[src/design/icdc_pkg.sv]
// Package of the ignition coil dwell control block: field widths, codes,
// reset values and the stage hand-off type. Depends on nothing.
`timescale 1ns / 1ps
`default_nettype none

package icdc_pkg;

  // Field widths.
  localparam int ANGLE_W    = 16;
  localparam int DPU_W      = 24;
  localparam int RPM_W      = 15;
  localparam int TIME_W     = 32;
  localparam int DWELL_W    = 16;
  localparam int TIDX_W     = 6;
  localparam int STATE_W    = 2;
  localparam int CFG_IDX_W  = 2;
  localparam int CFG_DATA_W = 16;

  // Fixed-point layout.
  localparam int ANGLE_FRAC_BITS = 6;
  localparam int DPU_FRAC_BITS   = 24;
  localparam int NEED_W          = DPU_W + DWELL_W;
  localparam int AVAIL_SH        = DPU_FRAC_BITS - ANGLE_FRAC_BITS;

  // Advance table geometry.
  localparam int TABLE_DEPTH_DEF = 40;
  localparam int RPM_STEP        = 100;

  // Exact reciprocal for rpm / RPM_STEP over every RPM_W-bit rpm value.
  localparam int RECIP_SH = RPM_W + $clog2(RPM_STEP);
  localparam int RECIP_W  = RPM_W + 2;
  localparam int RECIP    = ((1 << RECIP_SH) + RPM_STEP - 1) / RPM_STEP;
  localparam int RPM_PROD_W = RPM_W + RECIP_W;

  // Commands carried by an input item.
  localparam logic CMD_UPDATE = 1'b0;
  localparam logic CMD_TABLE  = 1'b1;

  // Coil state codes on the result.
  localparam logic [STATE_W-1:0] STATE_PRIMED     = 2'd0;
  localparam logic [STATE_W-1:0] STATE_CHARGING   = 2'd1;
  localparam logic [STATE_W-1:0] STATE_DISCHARGED = 2'd2;

  // Configuration register indexes.
  localparam logic [CFG_IDX_W-1:0] CFG_MIN_DWELL = 2'd0;
  localparam logic [CFG_IDX_W-1:0] CFG_MAX_DWELL = 2'd1;
  localparam logic [CFG_IDX_W-1:0] CFG_MIN_SPEED = 2'd2;

  // Configuration reset values.
  localparam logic [DWELL_W-1:0] MIN_DWELL_RST = 16'd2000;
  localparam logic [DWELL_W-1:0] MAX_DWELL_RST = 16'd4000;
  localparam logic [RPM_W-1:0]   MIN_SPEED_RST = 15'd300;

  // One item as it leaves the front stage.
  typedef struct packed {
    logic                 valid;
    logic                 is_write;
    logic                 rolled;
    logic [ANGLE_W-1:0]   angle;
    logic [RPM_W-1:0]     rpm;
    logic [TIME_W-1:0]    timestamp;
    logic [NEED_W-1:0]    need;
  } icdc_stage_t;

endpackage

`default_nettype wire

[src/design/ignition_coil_dwell_control.sv]
// Ignition coil dwell control takes one item per clock cycle while results are
// taken; a stalled result holds the input back. The accepting edge registers
// the item in the stage register and issues the registered read of the advance
// table memory; when the result register is empty or being emptied, the coil
// decision is registered there. The result register lets the next item in while a
// result waits to be taken. The table is not cleared after reset and must be
// loaded with table items before engine updates read it; configuration
// registers are taken at any time and should be written while the block is idle.
`timescale 1ns / 1ps
`default_nettype none

module ignition_coil_dwell_control #(
  parameter int TABLE_DEPTH = icdc_pkg::TABLE_DEPTH_DEF
) (
  input  wire logic                            clk,
  input  wire logic                            rst,
  input  wire logic                            cfg_valid,
  output logic                                 cfg_ready,
  input  wire logic [icdc_pkg::CFG_IDX_W-1:0]  cfg_index,
  input  wire logic [icdc_pkg::CFG_DATA_W-1:0] cfg_data,
  input  wire logic                            in_valid,
  output logic                                 in_ready,
  input  wire logic                            command,
  input  wire logic                            cycle_wrap,
  input  wire logic [icdc_pkg::ANGLE_W-1:0]    angle,
  input  wire logic [icdc_pkg::DPU_W-1:0]      deg_per_us,
  input  wire logic [icdc_pkg::RPM_W-1:0]      rpm,
  input  wire logic [icdc_pkg::TIME_W-1:0]     timestamp_us,
  input  wire logic [icdc_pkg::TIDX_W-1:0]     table_index,
  input  wire logic [icdc_pkg::ANGLE_W-1:0]    table_value,
  output logic                                 out_valid,
  input  wire logic                            out_ready,
  output logic      [icdc_pkg::STATE_W-1:0]    coil_state,
  output logic                                 coil_drive,
  output logic      [icdc_pkg::RPM_W-1:0]      charge_start_rpm,
  output logic      [icdc_pkg::ANGLE_W-1:0]    fire_angle
);

  localparam int ADDR_W = $clog2(TABLE_DEPTH);

  logic [icdc_pkg::DWELL_W-1:0] min_dwell_us;
  logic [icdc_pkg::DWELL_W-1:0] max_dwell_us;
  logic [icdc_pkg::RPM_W-1:0]   min_speed_rpm;

  logic                         accept;
  logic                         advance;
  icdc_pkg::icdc_stage_t        stage;
  logic                         rd_en;
  logic [ADDR_W-1:0]            rd_addr;
  logic                         wr_en;
  logic [ADDR_W-1:0]            wr_addr;
  logic [icdc_pkg::ANGLE_W-1:0] wr_data;
  logic [icdc_pkg::ANGLE_W-1:0] rd_data;

  // Configuration registers; the write channel never stalls.
  assign cfg_ready = 1'b1;

  always_ff @(posedge clk) begin
    if (rst) begin
      min_dwell_us  <= icdc_pkg::MIN_DWELL_RST;
      max_dwell_us  <= icdc_pkg::MAX_DWELL_RST;
      min_speed_rpm <= icdc_pkg::MIN_SPEED_RST;
    end else if (cfg_valid && cfg_ready) begin
      case (cfg_index)
        icdc_pkg::CFG_MIN_DWELL: min_dwell_us  <= cfg_data;
        icdc_pkg::CFG_MAX_DWELL: max_dwell_us  <= cfg_data;
        icdc_pkg::CFG_MIN_SPEED: min_speed_rpm <= cfg_data[icdc_pkg::RPM_W-1:0];
        default: ;
      endcase
    end
  end

  // Input handshake: a new item enters when the stage is empty or moving on.
  assign in_ready = !stage.valid || advance;
  assign accept   = in_valid && in_ready;

  icdc_front #(
    .TABLE_DEPTH (TABLE_DEPTH)
  ) u_front (
    .clk          (clk),
    .rst          (rst),
    .accept       (accept),
    .advance      (advance),
    .command      (command),
    .cycle_wrap   (cycle_wrap),
    .angle        (angle),
    .deg_per_us   (deg_per_us),
    .rpm          (rpm),
    .timestamp_us (timestamp_us),
    .table_index  (table_index),
    .table_value  (table_value),
    .min_dwell_us (min_dwell_us),
    .rd_en        (rd_en),
    .rd_addr      (rd_addr),
    .wr_en        (wr_en),
    .wr_addr      (wr_addr),
    .wr_data      (wr_data),
    .stage        (stage)
  );

  icdc_table #(
    .TABLE_DEPTH (TABLE_DEPTH)
  ) u_table (
    .clk     (clk),
    .wr_en   (wr_en),
    .wr_addr (wr_addr),
    .wr_data (wr_data),
    .rd_en   (rd_en),
    .rd_addr (rd_addr),
    .rd_data (rd_data)
  );

  icdc_seq u_seq (
    .clk              (clk),
    .rst              (rst),
    .stage            (stage),
    .table_data       (rd_data),
    .max_dwell_us     (max_dwell_us),
    .min_speed_rpm    (min_speed_rpm),
    .advance          (advance),
    .out_valid        (out_valid),
    .out_ready        (out_ready),
    .coil_state       (coil_state),
    .coil_drive       (coil_drive),
    .charge_start_rpm (charge_start_rpm),
    .fire_angle       (fire_angle)
  );

endmodule

`default_nettype wire

[src/design/icdc_table.sv]
// Advance table memory: one write port and one read port with registered data.
// Depends on icdc_pkg for the entry width.
`timescale 1ns / 1ps
`default_nettype none

module icdc_table #(
  parameter int TABLE_DEPTH = icdc_pkg::TABLE_DEPTH_DEF,
  localparam int ADDR_W = $clog2(TABLE_DEPTH)
) (
  input  wire logic                         clk,
  input  wire logic                         wr_en,
  input  wire logic [ADDR_W-1:0]            wr_addr,
  input  wire logic [icdc_pkg::ANGLE_W-1:0] wr_data,
  input  wire logic                         rd_en,
  input  wire logic [ADDR_W-1:0]            rd_addr,
  output logic      [icdc_pkg::ANGLE_W-1:0] rd_data
);

  logic [icdc_pkg::ANGLE_W-1:0] mem [TABLE_DEPTH];

  // Write port.
  always_ff @(posedge clk) begin
    if (wr_en) begin
      mem[wr_addr] <= wr_data;
    end
  end

  // Read port; the data holds while no read is issued.
  always_ff @(posedge clk) begin
    if (rd_en) begin
      rd_data <= mem[rd_addr];
    end
  end

endmodule

`default_nettype wire

[src/design/icdc_front.sv]
// Front stage: table slot from rpm, table read and write requests, and the
// registered item with its minimum-dwell angle product. Depends on icdc_pkg.
`timescale 1ns / 1ps
`default_nettype none

module icdc_front #(
  parameter int TABLE_DEPTH = icdc_pkg::TABLE_DEPTH_DEF,
  localparam int ADDR_W = $clog2(TABLE_DEPTH)
) (
  input  wire logic                          clk,
  input  wire logic                          rst,
  input  wire logic                          accept,
  input  wire logic                          advance,
  input  wire logic                          command,
  input  wire logic                          cycle_wrap,
  input  wire logic [icdc_pkg::ANGLE_W-1:0]  angle,
  input  wire logic [icdc_pkg::DPU_W-1:0]    deg_per_us,
  input  wire logic [icdc_pkg::RPM_W-1:0]    rpm,
  input  wire logic [icdc_pkg::TIME_W-1:0]   timestamp_us,
  input  wire logic [icdc_pkg::TIDX_W-1:0]   table_index,
  input  wire logic [icdc_pkg::ANGLE_W-1:0]  table_value,
  input  wire logic [icdc_pkg::DWELL_W-1:0]  min_dwell_us,
  output logic                               rd_en,
  output logic      [ADDR_W-1:0]             rd_addr,
  output logic                               wr_en,
  output logic      [ADDR_W-1:0]             wr_addr,
  output logic      [icdc_pkg::ANGLE_W-1:0]  wr_data,
  output icdc_pkg::icdc_stage_t              stage
);

  localparam int IDX_CMP_W = 9;
  localparam logic [icdc_pkg::RPM_W-1:0] LAST_SLOT = icdc_pkg::RPM_W'(TABLE_DEPTH - 1);

  logic [icdc_pkg::RPM_PROD_W-1:0] rpm_prod;
  logic [icdc_pkg::RPM_W-1:0]      rpm_quo;
  logic [icdc_pkg::RPM_W-1:0]      slot;

  // Table slot: rpm / RPM_STEP by reciprocal multiply, minus one, clamped.
  always_comb begin
    rpm_prod = icdc_pkg::RPM_PROD_W'(rpm) * icdc_pkg::RPM_PROD_W'(icdc_pkg::RECIP);
    rpm_quo  = icdc_pkg::RPM_W'(rpm_prod >> icdc_pkg::RECIP_SH);
    if (rpm_quo == '0) begin
      slot = '0;
    end else if ((rpm_quo - 1'b1) > LAST_SLOT) begin
      slot = LAST_SLOT;
    end else begin
      slot = rpm_quo - 1'b1;
    end
  end

  // Updates read the table as they are accepted; table items write it then.
  // A write and a read never fall on the same edge, so no forwarding is needed.
  assign rd_en   = accept && (command == icdc_pkg::CMD_UPDATE);
  assign rd_addr = ADDR_W'(slot);
  assign wr_en   = accept && (command == icdc_pkg::CMD_TABLE) &&
                   (IDX_CMP_W'(table_index) < IDX_CMP_W'(TABLE_DEPTH));
  assign wr_addr = ADDR_W'(table_index);
  assign wr_data = table_value;

  // Stage register: valid control and payload, including the dwell angle product.
  always_ff @(posedge clk) begin
    if (rst) begin
      stage.valid <= 1'b0;
    end else if (accept) begin
      stage.valid <= 1'b1;
    end else if (advance) begin
      stage.valid <= 1'b0;
    end
    if (accept) begin
      stage.is_write  <= (command == icdc_pkg::CMD_TABLE);
      stage.rolled    <= cycle_wrap;
      stage.angle     <= angle;
      stage.rpm       <= rpm;
      stage.timestamp <= timestamp_us;
      stage.need      <= icdc_pkg::NEED_W'(deg_per_us) * icdc_pkg::NEED_W'(min_dwell_us);
    end
  end

endmodule

`default_nettype wire

[src/design/icdc_seq.sv]
// Coil sequencer: decides discharge, charge or re-prime for each update and
// holds the result register. Depends on icdc_pkg.
`timescale 1ns / 1ps
`default_nettype none

module icdc_seq (
  input  wire logic                          clk,
  input  wire logic                          rst,
  input  wire icdc_pkg::icdc_stage_t         stage,
  input  wire logic [icdc_pkg::ANGLE_W-1:0]  table_data,
  input  wire logic [icdc_pkg::DWELL_W-1:0]  max_dwell_us,
  input  wire logic [icdc_pkg::RPM_W-1:0]    min_speed_rpm,
  output logic                               advance,
  output logic                               out_valid,
  input  wire logic                          out_ready,
  output logic      [icdc_pkg::STATE_W-1:0]  coil_state,
  output logic                               coil_drive,
  output logic      [icdc_pkg::RPM_W-1:0]    charge_start_rpm,
  output logic      [icdc_pkg::ANGLE_W-1:0]  fire_angle
);

  typedef enum logic [2:0] {
    MODE_PRIMED     = 3'b001,
    MODE_CHARGING   = 3'b010,
    MODE_DISCHARGED = 3'b100
  } mode_t;

  mode_t                          mode;
  mode_t                          mode_next;
  logic [icdc_pkg::ANGLE_W-1:0]   target_reg;
  logic [icdc_pkg::ANGLE_W-1:0]   target_reg_next;
  logic [icdc_pkg::TIME_W-1:0]    start_time;
  logic [icdc_pkg::TIME_W-1:0]    start_time_next;
  logic [icdc_pkg::RPM_W-1:0]     start_speed;
  logic [icdc_pkg::RPM_W-1:0]     start_speed_next;

  logic [icdc_pkg::ANGLE_W-1:0]   target;
  logic [icdc_pkg::TIME_W-1:0]    dwell;
  logic [icdc_pkg::NEED_W-1:0]    avail;
  logic                           at_target;
  logic                           discharge;
  logic                           charge;
  logic [icdc_pkg::STATE_W-1:0]   state_code;

  // The stage moves on when the result register is empty or being emptied.
  assign advance = stage.valid && (!out_valid || out_ready);

  // Decision logic for the item in the stage.
  always_comb begin
    target    = (mode == MODE_PRIMED) ? table_data : target_reg;
    dwell     = stage.timestamp - start_time;
    at_target = stage.angle >= target;
    avail     = icdc_pkg::NEED_W'(target - stage.angle) << icdc_pkg::AVAIL_SH;
    discharge = (mode == MODE_CHARGING) &&
                (at_target || (dwell >= icdc_pkg::TIME_W'(max_dwell_us)));
    charge    = !discharge && (mode == MODE_PRIMED) && !at_target &&
                (stage.rpm >= min_speed_rpm) && (avail <= stage.need);

    mode_next        = mode;
    target_reg_next  = target_reg;
    start_time_next  = start_time;
    start_speed_next = start_speed;
    if (!stage.is_write) begin
      target_reg_next = target;
      if (discharge) begin
        mode_next = MODE_DISCHARGED;
      end else if (charge) begin
        mode_next        = MODE_CHARGING;
        start_time_next  = stage.timestamp;
        start_speed_next = stage.rpm;
      end else if ((mode != MODE_CHARGING) && stage.rolled) begin
        mode_next        = MODE_PRIMED;
        start_speed_next = '0;
      end
    end
  end

  // Result code of the next coil state.
  always_comb begin
    case (mode_next)
      MODE_PRIMED:     state_code = icdc_pkg::STATE_PRIMED;
      MODE_CHARGING:   state_code = icdc_pkg::STATE_CHARGING;
      MODE_DISCHARGED: state_code = icdc_pkg::STATE_DISCHARGED;
      default:         state_code = icdc_pkg::STATE_PRIMED;
    endcase
  end

  // Sequencer state.
  always_ff @(posedge clk) begin
    if (rst) begin
      mode        <= MODE_PRIMED;
      target_reg  <= '0;
      start_time  <= '0;
      start_speed <= '0;
    end else if (advance) begin
      mode        <= mode_next;
      target_reg  <= target_reg_next;
      start_time  <= start_time_next;
      start_speed <= start_speed_next;
    end
  end

  // Result register: valid control.
  always_ff @(posedge clk) begin
    if (rst) begin
      out_valid <= 1'b0;
    end else if (advance) begin
      out_valid <= 1'b1;
    end else if (out_ready) begin
      out_valid <= 1'b0;
    end
  end

  // Result register: payload.
  always_ff @(posedge clk) begin
    if (advance) begin
      coil_state       <= state_code;
      coil_drive       <= (mode_next == MODE_CHARGING);
      charge_start_rpm <= start_speed_next;
      fire_angle       <= target_reg_next;
    end
  end

endmodule

`default_nettype wire

[config.mk]
export PLATFORM = sky130hd
export DESIGN_NAME = ignition_coil_dwell_control
export DESIGN_NICKNAME = d
export VERILOG_FILES = /design/src/design/icdc_pkg.sv /design/src/design/ignition_coil_dwell_control.sv /design/src/design/icdc_table.sv /design/src/design/icdc_front.sv /design/src/design/icdc_seq.sv
export SDC_FILE = /design/constraint.sdc
export NUM_CORES = 2
export LEC_CHECK = 0
export CAP_MARGIN = 20
export CORE_MARGIN = 1
export CORE_UTILIZATION = 64
export CTS_BUF_LIST = sky130_fd_sc_hd__clkbuf_8
export CTS_CLUSTER_DIAMETER = 80
export DETAILED_ROUTE_END_ITERATION = 10
export DONT_BUFFER_PORTS = 1
export PLACE_DENSITY_LB_ADDON = 0.15
export REMOVE_ABC_BUFFERS = 1
export SETUP_SLACK_MARGIN = 0.15
export SLEW_MARGIN = 10
export SYNTH_ARGS = -nofsm -noshare
export SYNTH_HDL_FRONTEND = slang
export SYNTH_SLANG_ARGS = --single-unit
[constraint.sdc]
create_clock -name clk -period 8.7 [get_ports clk]
set_input_delay 0.87 -clock clk [delete_from_list [all_inputs] [get_ports clk]]
set_output_delay 0.87 -clock clk [all_outputs]
set_load 0.005 [all_outputs]
* Word level (Yosys, flattened, before mapping)
Memory sizes are Yosys's and may differ from the RTL's. A register that Yosys moved wholly into a read port is not among the register bits.
Index checks and enable logic that the tools add are counted.
** Word-level totals
- Input port bits :: 134
- Memories kept :: 1
- Bits in writable memories :: 640
- Output and inout port bits :: 37
- Bits in registers :: 254
- Logic and storage cells :: 86
** Memories
- u_table.mem :: words 40, width 16, read ports 1, clocked after Yosys merged registers in 1, wr ports 1, line icdc_table.sv:19 : logic [icdc_pkg::ANGLE_W-1:0] mem [TABLE_DEPTH];
** Cells by class
- Reduce and logical (&&, ||, !) cells :: 26
- Muxes and demuxes :: 19
- $add $sub $neg :: 3
- Bitwise operators :: 3
- Magnitude comparators :: 6
- Equality and inequality tests :: 7
- Multiply operators :: 2
** Operator list (count)
- 15-bit 2-to-1 mux :: 4
- 40-bit less-or-equal comparator :: 1
- 24-bit by 16-bit multiplier with 40-bit output :: 1
- 32-bit by 16-bit greater-or-equal comparator with 1-bit output :: 1
- 16-bit 2-to-1 mux :: 2
- 32-bit subtractor :: 1
- 15-bit by 13-bit multiplier with 28-bit output, second input constant :: 1
- 16-bit by 16-bit subtractor with 17-bit output :: 1
- 16-bit greater-or-equal comparator :: 1
- 15-bit greater-or-equal comparator :: 1
- 15-bit by 6-bit > comparator with 1-bit output, second input constant :: 1
- 15-bit logical NOT :: 1
- 3-bit 2-to-1 mux :: 4
- 6-bit 2-to-1 mux :: 2
- 1-bit logical AND :: 11
- 9-bit by 1-bit subtractor with 10-bit output, second input constant :: 1
- 3-bit by 2-bit equality test with 1-bit output, second input constant :: 2
- 6-bit < comparator, second input constant :: 1
- 1-bit 2-to-1 mux :: 6
- 2-bit AND reduction :: 3
- 1-bit logical NOT :: 4
- 2-bit one-hot mux with 2 select lines :: 1
- 4-bit AND reduction :: 1
- 2-bit nonzero test :: 2
- other kinds (8) :: 12

* Longest topological paths before layout
- Word-level depth :: 15
- Gate-level depth with buffers :: 34
- Mapped depth without buffers :: 31

* By module
A second synthesis with hierarchy kept.
** Second synthesis, totals
- Cells, all modules :: 4429
- Area, all modules :: 55187.9 sq um
** By module, submodules not included
- icdc_table :: cells each 1318, sequential area each 19698.9 sq um, area each 25794.7 sq um, times used 1
- icdc_front :: cells each 1919, sequential area each 3173.0 sq um, area each 19314.8 sq um, times used 1
- icdc_seq :: cells each 1003, sequential area each 2332.2 sq um, area each 8140.3 sq um, times used 1
- ignition_coil_dwell_control :: cells each 189, sequential area each 940.9 sq um, area each 1938.1 sq um, times used 1

* Worst setup path before layout
No wires, ideal clock.
- Path type :: input to register
- Start point :: input port rpm[11] (netlist name)
- End point :: register u_table.rd_data[3] (netlist name), read port of u_table.mem (data pin)
- Buffers on the path :: 3
- Cell stages on the path :: 32
- Library setup time :: 279 ps
- Setup slack :: 749 ps
- Data required time :: 8421 ps
- Arrival :: 7673 ps
- Cell sequence :: fa_1 ha_1 inv_1 fa_1 inv_1 fa_1 inv_1 fa_1 inv_1 ha_1 and3_1 nand3_1 a221o_1 and3_1 or2_2 clkbuf_1 ha_1 clkbuf_1 nor2_1 o21a_1 a41o_1 o32ai_1 o211ai_1 a21oi_1 a211oi_2 a2111oi_2 nand2_1 clkbuf_1 o221ai_1 a221oi_1 a311oi_1 a311oi_1
** On the way
- Longest elaborated chain between the ends :: 5
- Elaborated cells between the ends (all ways) :: 6
- Classes of those cells :: 1 x add/sub; 1 x mul; 1 x order compare; 2 x mux; 1 x reduce/logical
** RTL lines
- from (decl) :: line ignition_coil_dwell_control.sv:27 : input wire logic [icdc_pkg::RPM_W-1:0] rpm,
- 15-bit by 13-bit multiplier with 28-bit output (*) :: line icdc_front.sv:40 : rpm_prod = icdc_pkg::RPM_PROD_W'(rpm) * icdc_pkg::RPM_PROD_W'(icdc_pkg::RECIP);
- 9-bit by 1-bit subtractor with 10-bit output :: line icdc_front.sv:44 : end else if ((rpm_quo - 1'b1) > LAST_SLOT) begin
- 15-bit by 6-bit > comparator with 1-bit output :: line icdc_front.sv:44
- 6-bit 2-to-1 mux :: line icdc_front.sv:44
- 6-bit 2-to-1 mux (*) :: line icdc_front.sv:42 : if (rpm_quo == '0) begin
- to (decl) :: line icdc_table.sv:16 : output logic [icdc_pkg::ANGLE_W-1:0] rd_data
Mark *: on every way between the ends. The rest lies on a longest branch, timed or not.
A chain may end at the register's enable or synchronous reset.

* Final worst setup path
- Start point :: input port rpm[9] (netlist name)
- End point :: register u_table.rd_data[1] (netlist name), read port of u_table.mem (data pin)
The elaborated chain is that of the path after synthesis.

==> out/results.ini <==
[route]
drc = 0
routedWlPerCell_um = 23.3
drt_pre_antenna_iters = 6
detail_route.wirelength_mm = 142
antenna_left = 0
viasPerCell = 6.13
dr.first_iter.drc_count = 3803
detailroute.via_count = 37200

[synth]
yosysSeqAreaShare = 0.482
dominantRegCellSynth = edfxtp_1
synthesis_warnings = 0
syn_area_mm2 = 0.0543
number_of_unique_standard_cell_types_used_by_synthesis = 91
syn-mean-instance-area_um2 = 11.4
syn-instance-count = 4762
async_flop_share = 0
yosysTopAreaCell = edfxtp_1
synth_edf_count = 794
yosys_register_bits = 909
yosys-top-cells-area = edfxtp_1 44%, fa_1 14%, ha_1 7.2%
yosys.area.top_type_share = 0.439

[worst_hold_path]
hold_removal_path_class = input port to flip-flop
holdCritStartpoint = table_value[7]
holdPathStages = 0
worst_min_delay_path_endpoint = u_table.mem[27][7]$_DFFE_PP_

[layout]
biggestRegsByFlops = u_table.mem (640), u_front.stage (106), u_seq.start_time (32)
seq_area_mm2 = 0.0261
fillerInstances = 6151
areaGrowthSynthToFinish_pct = 8.35
multi_input_area_mm2 = 0.0251
final_layout_size_suffix_gt1_frac = 0.0804
layout.nets = 5646
layout.cells.non_filler = 6074
layout.cells.most_common_list = 794 x edfxtp_1, 646 x nand2_1, 623 x inv_1
finalInstanceArea_mm2 = 0.0588
final_common_cell = edfxtp_1
largest_register_ffs = 640
largest-register = u_table.mem

[setup_path]
worst_r2r_endpoint = u_seq.start_speed[1]$_SDFFE_PP0P_
critPathMaxStageDelay_ns = 0.56
worstReg2RegStart = u_seq.mode[2]$_SDFFE_PP0P_
critPathRequiredTime_ns = 9.22
r2r_setup_slack_ns = 0.80
critPathMaxFanout = 28
worst_setup_path_type = input port to flip-flop
worstPathArrival_ns = 8.69
worstSetupStartpointType = input port
end_kind = flip-flop
r2r.worst_path.cells = 32
worst_path_cell_with_the_longest_stage_delay = a41oi_1

[placement]
place_ws_ns = -0.218
dp.cells = 5808
place.gp.congestion = 0.912
dpl.hpwl_mm = 98.2
placed_cell_area_mm2 = 0.0561
io_buffer_count = 0

[clocking]
post_cts_resized = 0
cts.path.max_buffers = 3
cts_hold_buf = 0
count_of_buffers_added_by_post_cts_timing_repair_for_setup = 0
worstSkewPairLatency_ns = 0.84
clock_tree.htree_level_count = 4
clock_sinks = 909
cts_inserted_buffers = 146
clkSlewWorstSetupHoldPaths_ns = 0.07
clk_root_buffer_cell = clkbuf_8
cts_tree = done

[sta]
finalWorstPathRequiredPeriod_ns = 8.17
max_freq_ghz = 0.122
timing.slew.headroom = 0.326
finalSetupTns_ns = 0
hold_viol_final = 0
timing.final.max_slew_violations = 0
setup_viol_count_final = 0
rsz0062_at_grt = no
setup_slack_ns = 0.532
final.setup_skew_ns = 0.0480
worst_hold_slack_ns = 0.121
timing_worst_slew_pin_value_ns = 1.01
post-route-period-util = 0.939

[grt]
grt_usage = 0.337
pin_count_of_the_biggest_net_entering_global_routing = 104
gr-total-overflow = 0
first_global_vias = 37700
grt_pass1_wl_mm = 218
antenna_violations_before_repair = 9

[power]
cellPowerDensity_mw_per_mm2 = 424
vdd_ir_drop_max_mv = 0.755
cellLeakagePower_nw = 23.6

[die]
initial_core_util = 0.648
dieHeight_um = 293
fp-row-count = 106
floorplan.die.width_um = 293
core_region_area_mm2 = 0.0838
ioPinCount = 171
die_area_mm2 = 0.0860

[job]
maxCapViolCount = 0

[outcome]
run_status = finished clean

cells in the mapped netlist (all sizes together), types with 22 or more instances:
library cell    n
a211oi         30
a21o           53
a21oi         173
a22o           28
and2          124
and3           22
buf            65
clkbuf        162
dfxtp         115
edfxtp        794
fa            377
ha            313
inv           572
mux2           31
mux2i          92
nand2         649
nand3          92
nand4          43
nor2          262
nor2b          24
nor3          132
o21a           66
o21ai         106
o221ai         32
o22ai          37
xnor2          50
xor2           22
critical path, delay by kind of cell:
family          cells  cell delay [ns]
compound gates     11             2.77
simple gates        6             1.11
fa+ha+maj           7             2.97
mux                 1             0.23
buf+inv             6             0.71
metrics by stage:
step	util	total power [mW]
2_1_floorplan	-	15.5
3_3_place_gp	0.669	21.0
3_5_place_dp	0.669	21.2
4_1_cts	0.702	24.8
5_1_grt	0.702	26.5
6_report	0.702	24.9
worst max-delay path by stage:
stage | cells after the start | from | endpoint | slack (ns)
floorplan | 29 | rpm[11] | u_table.rd_data[14]$_DFFE_PP_ | -4.72
global placement | 31 | rpm[10] | u_table.rd_data[1]$_DFFE_PP_ | -0.06
detailed placement | 31 | rpm[9] | u_table.rd_data[1]$_DFFE_PP_ | -0.22
CTS | 31 | rpm[9] | u_table.rd_data[1]$_DFFE_PP_ | 0.64
global route | 31 | rpm[9] | u_table.rd_data[1]$_DFFE_PP_ | 0.24
finish | 31 | rpm[9] | u_table.rd_data[1]$_DFFE_PP_ | 0.53
power by group:
part	internal [mW]	total, mW	switching [mW]
clock	1.74	3.53	1.79
sequential	5.27	5.41	0.149
combinational	5.98	16.0	10.0
total	13.0	24.9	12.0
logic make-up after synthesis:
group	count (synthesis)	share of synthesized area
other	1	0.0000691
buffers and inverters	799	0.0576
DFF	909	0.482
xor gates and xnor gates	72	0.0118
and+or+nand+nor	1432	0.120
muxes	123	0.0234
adders and majority gates	690	0.211
AOI/OAI and AO/OA	736	0.0946
routing by layer:
metal	track usage	up-vias	part of all wire	wire (µm)
met5	0	-	0.00030	42
met2	0.548	1880	0.48	67600
met1	0.443	18400	0.38	54100
met4	0.145	6	0.043	6120
li1	-	16600	-	-
met3	0.0647	371	0.098	13900
area by class of cell:
| cell class | count | area share |
|---|---|---|
| flip-flops and latches | 909 | 0.444 |
| multi-input cells | 3054 | 0.427 |
| inverters | 572 | 0.0365 |
| clock buffers | 147 | 0.0344 |
| well taps | 1134 | 0.0241 |
| repair buffers | 139 | 0.0209 |
| clock inverters | 116 | 0.0123 |
| diodes | 3 | 0.000128 |
(Power assumes the default switching activity.)
